`config.mk`:
```
export PLATFORM = sky130hd
export DESIGN_NAME = modbus_weight_response_checker_core
export DESIGN_NICKNAME = d
export VERILOG_FILES = /design/src/rtl/mbwrc_pkg.sv /design/src/rtl/modbus_weight_response_checker_core.sv
export SDC_FILE = /design/constraint.sdc
export NUM_CORES = 1
export LEC_CHECK = 0
export BUFFER_PORTS_ARGS = -buffer_cell sky130_fd_sc_hd__buf_2
export CORE_UTILIZATION = 59
export CTS_CLUSTER_DIAMETER = 150
export CTS_CLUSTER_SIZE = 30
export DETAILED_ROUTE_END_ITERATION = 16
export GPL_TIMING_DRIVEN = 0
export PLACE_DENSITY = 0.75
export SYNTH_ARGS = -nofsm -noshare
export SYNTH_HDL_FRONTEND = slang
export SYNTH_SLANG_ARGS = --single-unit
export TNS_END_PERCENT = 1
```
`constraint.sdc`:
```
create_clock -name i_clk -period 5.93 [get_ports i_clk]
set_input_delay 0.593 -clock i_clk [delete_from_list [all_inputs] [get_ports i_clk]]
set_output_delay 0.593 -clock i_clk [all_outputs]
set_load 0.005 [all_outputs]
```
`src/rtl/mbwrc_pkg.sv`:
```
package mbwrc_pkg;

    // Frame layout
    localparam int          FrameLen        = 9;
    localparam logic [3:0]  POS_ADDR        = 4'd0;
    localparam logic [3:0]  POS_FUNC        = 4'd1;
    localparam logic [3:0]  POS_RAW_HI      = 4'd3;
    localparam logic [3:0]  POS_RAW_LO      = 4'd4;
    localparam logic [3:0]  POS_DP          = 4'd6;
    localparam logic [3:0]  POS_LAST        = 4'(FrameLen - 1);

    localparam logic [7:0]  FUNC_READ_HOLDING = 8'h03;
    localparam logic [7:0]  SLAVE_ADDR_RESET  = 8'h01;

    // Modbus CRC-16, reflected
    localparam logic [15:0] CRC_INIT = 16'hFFFF;
    localparam logic [15:0] CRC_POLY = 16'hA001;

    // Input modes
    localparam logic MODE_BYTE    = 1'b0;
    localparam logic MODE_TIMEOUT = 1'b1;

    // Result status codes
    localparam logic [1:0] ST_OK      = 2'd0;
    localparam logic [1:0] ST_TIMEOUT = 2'd1;
    localparam logic [1:0] ST_HEADER  = 2'd2;
    localparam logic [1:0] ST_CRC     = 2'd3;

    // Decimal point codes
    localparam logic [7:0] DP_TENTHS      = 8'd1;
    localparam logic [7:0] DP_HUNDREDTHS  = 8'd2;
    localparam logic [7:0] DP_THOUSANDTHS = 8'd3;

    // Reciprocals ceil(2^42 / d); exact floor division for dividends below 2^32
    localparam int          RecipShift = 42;
    localparam int          RecipW     = 39;
    localparam int          MagW       = 16;
    localparam int          ProdW      = MagW + RecipShift;
    localparam logic [RecipW-1:0] RECIP_10   = 39'd439804651111;
    localparam logic [RecipW-1:0] RECIP_100  = 39'd43980465112;
    localparam logic [RecipW-1:0] RECIP_1000 = 39'd4398046512;

    typedef struct packed {
        logic       mode;
        logic [7:0] rx_byte;
    } t_in;

    typedef struct packed {
        logic [1:0]         status;
        logic signed [15:0] reading;
        logic [7:0]         point_code;
        logic signed [31:0] weight_q16;
    } t_out;

    function automatic logic [15:0] crc_feed(input logic [15:0] crc, input logic [7:0] b);
        logic [15:0] c;
        c = crc ^ {8'd0, b};
        for (int k = 0; k < 8; k++) begin
            c = c[0] ? ((c >> 1) ^ CRC_POLY) : (c >> 1);
        end
        return c;
    endfunction

endpackage

```
`src/rtl/modbus_weight_response_checker_core.sv`:
```
// Checks a 9-byte Modbus RTU read-holding-registers response (two registers) from a
// load-cell transmitter and delivers one result per complete frame or per timeout.
// Bytes are taken one per clock with no gaps needed; the CRC-16 is updated a whole
// byte per cycle. A result passes stage 1, stage 2 and the output register after the
// last CRC byte or the timeout is taken; the extra stages hold the reciprocal
// multiply that scales the measurement by 1, 10, 100 or 1000 into signed Q15.16
// (truncated toward zero). Results queue in the stages, so input only stalls when
// all three result stages are full. Statuses: ok, timeout, wrong address/function
// (wins over a CRC fault), CRC mismatch; all data fields read zero unless ok.
// The byte-count field only feeds the CRC. slave_address is written through the
// config channel, which is always ready; write it only while idle.
module modbus_weight_response_checker_core (
    input  logic                i_clk,
    input  logic                i_rst_n,
    // byte / timeout input
    input  logic                i_in_valid,
    output logic                o_in_stall,
    input  mbwrc_pkg::t_in      i_in,
    // results
    output logic                o_out_valid,
    input  logic                i_out_stall,
    output mbwrc_pkg::t_out     o_out,
    // slave address register
    input  logic                i_cfg_valid,
    output logic                o_cfg_ready,
    input  logic [7:0]          i_cfg_data
);
    import mbwrc_pkg::*;

    // --- config -----------------------------------------------------------
    logic [7:0]  r_slave_addr;

    // --- frame state ------------------------------------------------------
    logic [3:0]  r_pos;
    logic [15:0] r_crc;
    logic        r_hdr_bad;
    logic [7:0]  r_raw_hi, r_raw_lo, r_dp;   // payload bytes that are used

    // --- result stage 1: status, magnitude, reciprocal select ------------
    logic              r_s1_valid;
    logic [1:0]        r_s1_status;
    logic [15:0]       r_s1_raw;
    logic [7:0]        r_s1_dp;
    logic              r_s1_neg;
    logic              r_s1_unit;
    logic [MagW-1:0]   r_s1_mag;
    logic [RecipW-1:0] r_s1_recip;

    // --- result stage 2: product -------------------------------------------
    logic              r_s2_valid;
    logic [1:0]        r_s2_status;
    logic [15:0]       r_s2_raw;
    logic [7:0]        r_s2_dp;
    logic              r_s2_neg;
    logic [ProdW-1:0]  r_s2_prod;

    // --- output register ---------------------------------------------------
    logic              r_out_valid;
    t_out              r_out;

    // handshake / flow
    logic in_acc, out_free, s2_free, s1_free, is_last, produce;
    logic [15:0] crc_next;

    // stage 1 next values
    logic [1:0]        n_s1_status;
    logic [15:0]       n_s1_raw;
    logic [7:0]        n_s1_dp;
    logic              n_s1_neg;
    logic              n_s1_unit;
    logic [MagW-1:0]   n_s1_mag;
    logic [RecipW-1:0] n_s1_recip;

    // stage 2 / out next values
    logic [MagW+RecipW-1:0] w_prod;
    logic [ProdW-1:0]       n_s2_prod;
    logic [31:0]            w_quot;
    logic [31:0]            n_weight;

    // Bubble-collapsing flow: a stage loads when empty or when its content moves on.
    assign out_free   = !r_out_valid || !i_out_stall;
    assign s2_free    = !r_s2_valid || out_free;
    assign s1_free    = !r_s1_valid || s2_free;
    assign o_in_stall = !s1_free;
    assign in_acc     = i_in_valid && s1_free;

    assign o_cfg_ready = 1'b1;

    assign crc_next = crc_feed(r_crc, i_in.rx_byte);
    assign is_last  = (r_pos == POS_LAST);
    assign produce  = (i_in.mode == MODE_TIMEOUT) || is_last;

    // Result assembly at frame end (or timeout). Header fault beats CRC fault.
    always_comb begin
        n_s1_status = ST_OK;
        n_s1_raw    = 16'd0;
        n_s1_dp     = 8'd0;
        n_s1_neg    = 1'b0;
        n_s1_unit   = 1'b1;
        n_s1_mag    = '0;
        n_s1_recip  = RECIP_10;
        if (i_in.mode == MODE_TIMEOUT) begin
            n_s1_status = ST_TIMEOUT;
        end else if (r_hdr_bad) begin
            n_s1_status = ST_HEADER;
        end else if (crc_next != 16'd0) begin
            n_s1_status = ST_CRC;
        end else begin
            n_s1_raw  = {r_raw_hi, r_raw_lo};
            n_s1_dp   = r_dp;
            n_s1_neg  = r_raw_hi[7];
            // two's complement magnitude; -32768 gives 32768, still fits unsigned
            n_s1_mag  = r_raw_hi[7] ? MagW'(~{r_raw_hi, r_raw_lo} + 16'd1)
                                    : MagW'({r_raw_hi, r_raw_lo});
            case (r_dp)
                DP_TENTHS: begin
                    n_s1_unit  = 1'b0;
                    n_s1_recip = RECIP_10;
                end
                DP_HUNDREDTHS: begin
                    n_s1_unit  = 1'b0;
                    n_s1_recip = RECIP_100;
                end
                DP_THOUSANDTHS: begin
                    n_s1_unit  = 1'b0;
                    n_s1_recip = RECIP_1000;
                end
                default: begin
                    n_s1_unit  = 1'b1;   // divisor 1
                    n_s1_recip = RECIP_10;
                end
            endcase
        end
    end

    // |raw| * 2^16 / d == (|raw| * ceil(2^42/d)) >> 26
    assign w_prod    = (MagW+RecipW)'(r_s1_mag) * (MagW+RecipW)'(r_s1_recip);
    assign n_s2_prod = r_s1_unit ? {r_s1_mag, {RecipShift{1'b0}}} : ProdW'(w_prod);

    assign w_quot   = r_s2_prod[ProdW-1 -: 32];
    assign n_weight = r_s2_neg ? (~w_quot + 32'd1) : w_quot;

    // Frame state and config
    always_ff @(posedge i_clk) begin
        if (!i_rst_n) begin
            r_slave_addr <= SLAVE_ADDR_RESET;
            r_pos        <= POS_ADDR;
            r_crc        <= CRC_INIT;
            r_hdr_bad    <= 1'b0;
        end else begin
            if (i_cfg_valid && o_cfg_ready) begin
                r_slave_addr <= i_cfg_data;
            end
            if (in_acc) begin
                if (produce) begin
                    r_pos     <= POS_ADDR;
                    r_crc     <= CRC_INIT;
                    r_hdr_bad <= 1'b0;
                end else begin
                    r_pos <= r_pos + 4'd1;
                    r_crc <= crc_next;
                    if ((r_pos == POS_ADDR && i_in.rx_byte != r_slave_addr) ||
                        (r_pos == POS_FUNC && i_in.rx_byte != FUNC_READ_HOLDING)) begin
                        r_hdr_bad <= 1'b1;
                    end
                end
            end
        end
    end

    // Payload bytes: no reset, each written before it is read within a frame
    always_ff @(posedge i_clk) begin
        if (in_acc && i_in.mode == MODE_BYTE) begin
            if (r_pos == POS_RAW_HI) r_raw_hi <= i_in.rx_byte;
            if (r_pos == POS_RAW_LO) r_raw_lo <= i_in.rx_byte;
            if (r_pos == POS_DP)     r_dp     <= i_in.rx_byte;
        end
    end

    // Result pipeline control
    always_ff @(posedge i_clk) begin
        if (!i_rst_n) begin
            r_s1_valid  <= 1'b0;
            r_s2_valid  <= 1'b0;
            r_out_valid <= 1'b0;
        end else begin
            if (s1_free)  r_s1_valid  <= in_acc && produce;
            if (s2_free)  r_s2_valid  <= r_s1_valid;
            if (out_free) r_out_valid <= r_s2_valid;
        end
    end

    // Result pipeline data
    always_ff @(posedge i_clk) begin
        if (s1_free && in_acc && produce) begin
            r_s1_status <= n_s1_status;
            r_s1_raw    <= n_s1_raw;
            r_s1_dp     <= n_s1_dp;
            r_s1_neg    <= n_s1_neg;
            r_s1_unit   <= n_s1_unit;
            r_s1_mag    <= n_s1_mag;
            r_s1_recip  <= n_s1_recip;
        end
        if (s2_free && r_s1_valid) begin
            r_s2_status <= r_s1_status;
            r_s2_raw    <= r_s1_raw;
            r_s2_dp     <= r_s1_dp;
            r_s2_neg    <= r_s1_neg;
            r_s2_prod   <= n_s2_prod;
        end
        if (out_free && r_s2_valid) begin
            r_out.status     <= r_s2_status;
            r_out.reading    <= r_s2_raw;
            r_out.point_code <= r_s2_dp;
            r_out.weight_q16 <= n_weight;
        end
    end

    assign o_out_valid = r_out_valid;
    assign o_out       = r_out;

endmodule

```
==> results.yml, run 1 <==
timing:
  setup_viol: 29
  fin_hold_ws_ps: 333.3
  fin_ws_ps: -924.5
  relSlewSlack_pct: 34.67
  tightestPinTransition_ps: 977.5
  maxSlewViolCount: 0
  finalCriticalPeriod_ps: 6855
  hold_viol_final: 0
  rsz0062_at_grt: "true"
  skew_ps: 29.43
  max_freq_ghz: 0.1459
  fin_crit_sh_pct: 115.6
clock_network:
  clk_pin_slew_worst_paths_ps: 110
  cts.path.max_buffers: 3
  cts.sink_count: 220
  insertion_delay_ps: 470
  cts_tree: "yes"
  h-tree-depth: 1
  cts_hold_buf: 0
  cts_buffers: 11
  cts_root_buffer: "clkbuf_16"
critical_path:
  r2r_end: "r_s2_prod[48]"
  worstPathArrival_ps: 7160
  ff2ff_path_depth: 21
  cp_max_fo: 7
  required_ps: 6230
  start_kind: "flop"
  endpoint_kind: "flop"
  regToRegSetupSlack_ps: -920
  path_class: "reg2reg"
  timing.rr.start: "r_s1_mag[14]"
logic_synthesis:
  yosysSeqAreaShare_pct: 25.64
  async_flop_share_pct: 0
  synth-seq-cells: 220
  ys_types: 69
  ys.flop_type: "edfxtp_1"
  synth_edf_count: 188
  synthesis.area_um2: 24520
  yosysTopAreaCellShare_pct: 34.45
  yosys_warnings: 0
  synth_area_leader_cell: "fa_1"
  synth_area_leaders: "fa_1, edfxtp_1, ha_1, inv_1, xnor2_1"
  netlist_instances: 2257
  synth_nets: 2914
  synth_area_per_cell_um2: 10.86
cells_and_area:
  antenna_cells: 0
  instances_no_fill: 2959
  fin_nets: 3080
  drive_gt1_share_pct: 15.08
  fillCellCount: 3189
  design_area_um2: 27520
  area_delta_synth_final_pct: 12.22
  multi_input_area_um2: 16640
  fin_util_pct: 67.24
  seqCellArea_um2: 6286
die:
  core_um2: 40920
  dieHeight_um: 205.9
  die_w_um: 205.9
  dieArea_um2: 42380
  fp-row-count: 74
  start_util_pct: 59.92
  io_pins: 83
hold_path:
  hold_end: "r_slave_addr[0]"
  min_from: "i_cfg_data[0]"
  worstHoldPathType: "in2reg"
  holdPathStages: 3
global_routing:
  grt_max_degree: 38
  grt_overflow_total: 0
  antenna_found_initial: 2
  grt_pass1_wl_mm: 104.8
  grt_use_total_pct: 34.57
  grt_pass1_vias: 17520
routing:
  viasPerCell: 5.653
  first_pass_iters: 5
  post_drt_wl_per_cell_um: 23.62
  wirelength_mm: 69.90
  drcViolationCount: 0
  vias: 16730
  drtIter0Drc: 1215
  antenna_left: 0
placed_design:
  place_inst: 2872
  dp_hpwl_mm: 59.03
  numPortBuffers: 80
  place.gp.congestion: 1.010
  place_area_um2: 25940
run_status:
  violations: "negative setup slack"
  outcome: "finished, violations left"
flow_run:
  drv_cap: 0
-- synth_stat cells, types with 4 or more instances --
master and instances:
a221oi_1 4, xor2_1 30, o21ai_0 43, nor4_1 7, xnor2_1 75, and3_1 14
nand2_1 171, fa_1 422, and2_1 51, nor3_1 15, dfxtp_1 32, o31ai_1 17
o41ai_1 5, o221ai_1 4, nand3_1 22, o211ai_1 14, a31oi_1 10, nor2b_1 17
or3_1 9, edfxtp_1 188, nor2_1 69, and4_1 4, a21o_1 28, o21a_1 5
nand2b_1 8, inv_1 565, ha_1 213, a21boi_0 6, a21oi_1 45, o21bai_1 14
clkbuf_1 45, a211oi_1 12, nand4_1 17, mux2i_1 10, or4_1 7
-- worst max-delay path, stage by stage (launching register included) --
cell and delay, ps:
edfxtp_1 530, buf_8 200, buf_12 120, nand2_4 110, inv_2 140, fa_1 540
fa_1 450, fa_2 630, fa_1 440, fa_1 490, inv_1 50, fa_1 500
inv_1 80, ha_4 300, and3_4 200, nand3_2 90, or4_4 530, a31oi_4 230
a211oi_4 130, or4_4 540, and3b_1 210, a211oi_2 150
-- kinds of logic (layout without fill, tap and decap cells) --
| family | count (synthesis) | after routing | synth area share, % |
|---|---|---|---|
| AOI/OAI and AO/OA | 236 | 236 | 6.542 |
| xor gates and xnor gates | 105 | 105 | 3.751 |
| adders and majority gates | 635 | 635 | 45.32 |
| buffers and inverters | 616 | 786 | 9.456 |
| DFF | 220 | 220 | 25.64 |
| muxes | 13 | 13 | 0.5460 |
| other | 1 | 1 | 0.01529 |
| and+or+nand+nor | 431 | 431 | 8.731 |
-- metrics by stage --
step,setup TNS [ps],setup WS (ps)
after floorplan,-1036,-158.0
after global placement,-119110,-2686
after detailed placement,-58510,-2579
after CTS,-17470,-874.6
after global routing,-24550,-1062
final,-19820,-924.5
-- area by class of cell --
class	instances	share of cell area, %
buffer	46	1.255
clock buffer	16	1.069
clock inverter	1	0.07275
inverter	565	7.853
multi-input combinational	1421	60.47
sequential	220	22.84
tap	532	2.419
timing repair buffer	158	4.015
-- state kept, by name (all words and copies together) (netlist names), 2 cells and up --
| name | cells |
|---|---|
| r_dp | 8 |
| r_s1_mag | 15 |
| r_s2_raw | 16 |
| r_s1_recip | 6 |
| r_s1_dp | 8 |
| r_slave_addr | 8 |
| r_s2_prod | 32 |
| r_pos | 4 |
| r_raw_lo | 8 |
| r_s2_dp | 8 |
| r_crc | 16 |
| r_s1_raw | 16 |
| r_raw_hi | 8 |
| o_out | 58 |
| r_s1_status | 2 |
| r_s2_status | 2 |
-- cells in the final DEF, fill, tap and decap left out, types with 22 or more instances in the layout --
cell and count:
fa_1 407, buf_4 65, nand2_2 22, xor2_1 29, xnor2_1 75, nand2_1 137
clkbuf_1 27, nor2_1 67, edfxtp_1 188, a21o_1 28, and2_1 33, buf_2 81
dfxtp_1 32, ha_1 200, inv_1 535, o21ai_0 37, a21oi_1 40
-- routing by layer --
metal	wire (µm)	up-vias	GRT usage [%]
met5	43	-	0
met1	28230	8463	46.14
met3	6734	155	10.80
li1	-	7471	-
met2	31920	633	53.22
met4	2981	6	12.76
-- worst max path at each step --
| stage | start | end | slack [ps] | cells past startpoint |
|---|---|---|---|---|
| after detailed placement | r_s1_recip[37] | r_s2_prod[54] | -2580 | 21 |
| after floorplan | r_s1_recip[33] | r_s2_prod[48] | -160 | 20 |
| final | r_s1_mag[14] | r_s2_prod[48] | -920 | 21 |
| after global routing | r_s1_mag[14] | r_s2_prod[44] | -1060 | 21 |
| after global placement | r_s1_recip[37] | r_s2_prod[54] | -2690 | 21 |
| after CTS | r_s1_recip[35] | r_s2_prod[48] | -870 | 20 |
-- timing repair --
item / in CTS / in global routing
gates cloned: 1 / 0
gates resized for setup: 142 / 24
buffers inserted: 65 / 9
endpoints found under the hold margin: 0 / 0
endpoints found under the setup margin: 29 / 29
pin swaps: 29 / 15
Power of run 1 is left out: the tool's default activity adds up to more than one toggle a clock period on the data nets, which glitch-free logic cannot reach.
==> run 2, diff against run 1 <==
CTS_BUF_LIST = sky130_fd_sc_hd__clkbuf_4 sky130_fd_sc_hd__clkbuf_8 sky130_fd_sc_hd__clkbuf_16   (was not set)
==> results.yml, run 2 (synthesized netlist as in run 1, its figures left out) <==
timing:
  fin_hold_ws_ps: 343.4
  tightestPinTransition_ps: 983.2
  finalCriticalPeriod_ps: 6900
  skew_ps: 23.67
  relSlewSlack_pct: 34.29
  maxSlewViolCount: 0
  rsz0062_at_grt: "true"
  hold_viol_final: 0
  setup_viol: 29
  max_freq_ghz: 0.1449
  fin_crit_sh_pct: 116.4
  fin_ws_ps: -969.6
die:
  core_um2: 40920
  fp-row-count: 74
  dieArea_um2: 42380
  die_w_um: 205.9
  io_pins: 83
  dieHeight_um: 205.9
  start_util_pct: 59.92
routing:
  viasPerCell: 5.643
  first_pass_iters: 6
  drcViolationCount: 0
  wirelength_mm: 69.93
  vias: 16680
  antenna_left: 0
  post_drt_wl_per_cell_um: 23.66
  drtIter0Drc: 1157
critical_path:
  cp_common_cell: "fa_1"
  cp-startpoint: "r_s1_mag[14]"
  regToRegSetupSlack_ps: -970
  cpPeakStageDelay_ps: 630
  r2r_end: "r_s2_prod[48]"
  cp_max_fo: 7
  endpoint_kind: "flop"
  required_ps: 6230
  ff2ff_path_depth: 21
  slowest_stage: "fa_2"
  worstPathArrival_ps: 7200
  start_kind: "flop"
  timing.rr.start: "r_s1_mag[14]"
  path_class: "reg2reg"
  crit_chain: "buf_8 -> buf_4 -> nand2_4 -> inv_2 -> fa_1 -> fa_1 -> fa_2 -> fa_1 -> fa_1 -> inv_1 -> fa_1 -> inv_1 -> ha_4 -> and3_4 -> nand3_2 -> or4_4 -> a31oi_4 -> a211oi_4 -> or4_4 -> and3b_1 -> a211oi_2"
  crit_path_end: "r_s2_prod[48]"
clock_network:
  cts.path.max_buffers: 3
  cts_buffers: 11
  cts.sink_count: 220
  cts_hold_buf: 0
  clk_pin_slew_worst_paths_ps: 110
  insertion_delay_ps: 470
  h-tree-depth: 1
  cts_root_buffer: "clkbuf_16"
  cts_tree: "yes"
cells_and_area:
  fin_nets: 3076
  layout_commonest_cell: "inv_1"
  drive_gt1_share_pct: 15.56
  final_cell_mix: "inv_1, fa_1, ha_1, edfxtp_1, nand2_1"
  largest_reg_flops: 58
  instances_no_fill: 2956
  area_delta_synth_final_pct: 12.33
  multi_input_area_um2: 16690
  seqCellArea_um2: 6286
  design_area_um2: 27540
  fillCellCount: 3172
flow_run:
  drv_cap: 0
global_routing:
  grt_pass1_vias: 17500
  antenna_found_initial: 2
  grt_use_total_pct: 34.55
  grt_pass1_wl_mm: 105.0
  grt_overflow_total: 0
  grt_max_degree: 38
placed_design:
  numPortBuffers: 80
  dp_hpwl_mm: 59.03
  place.gp.congestion: 1.010
  place_inst: 2872
  place_area_um2: 25940
hold_path:
  worstHoldPathType: "in2reg"
run_status:
  violations: "negative setup slack"
  outcome: "finished, violations left"
[run 2: per-stage QoR]
stage / utilization (%) / setup TNS [ps] / setup WS [ps]
5_1_grt: 67.30 / -23790 / -1060
3_3_place_gp: 63.20 / -119110 / -2686
4_1_cts: 66.86 / -18090 / -875.1
2_1_floorplan: - / -1036 / -158.0
6_report: 67.30 / -20010 / -969.6
3_5_place_dp: 63.39 / -58510 / -2579
[run 2: layer usage]
layer	global-route usage, %	part of all wire, %	vias to the layer above
met4	11.03	3.6	4
met5	0	0.039	-
met1	46.46	41	8434
li1	-	-	7467
met3	10.34	8.9	157
met2	53.94	46	618
[run 2: worst min-delay path by stage]
stage / start / end / slack [ps] / cells past startpoint
floorplan: r_s2_dp[0] / o_out[32] / 400 / 0
global placement: r_s2_status[1] / o_out[57] / 400 / 0
detailed placement: r_s2_raw[1] / o_out[41] / 400 / 0
CTS: i_cfg_data[0] / r_slave_addr[0] / 340 / 3
global route: i_cfg_data[0] / r_slave_addr[0] / 370 / 3
finish: i_cfg_data[0] / r_slave_addr[0] / 340 / 3
[run 2: repair_timing]
item                       CTS  global route
pin swaps                   28            18
cloned                       1             0
resized for setup          140            42
hold endpoints to repair     0             0
setup endpoints to repair   29            29
buffers inserted            65             5
[run 2: critical path, delay by kind of cell (launching register included)]
family | cells | cell delay [ps]
buffers and inverters | 5 | 610
flip-flops | 1 | 540
adder cells (fa/ha/maj) | 7 | 3350
AO/OA/AOI/OAI | 3 | 530
AND/OR/NAND/NOR | 6 | 1680
[run 2: final cells by class]
class,instances,share of cell area (%)
diodes,1,0.009086
clock buffers,16,1.136
multi-input cells,1421,60.60
flip-flops and latches,220,22.82
well taps,532,2.417
clock inverters,1,0.07268
repair buffers,154,3.857
inverters,565,7.836
plain buffers,46,1.254
Power of run 2 is left out for the same reason.
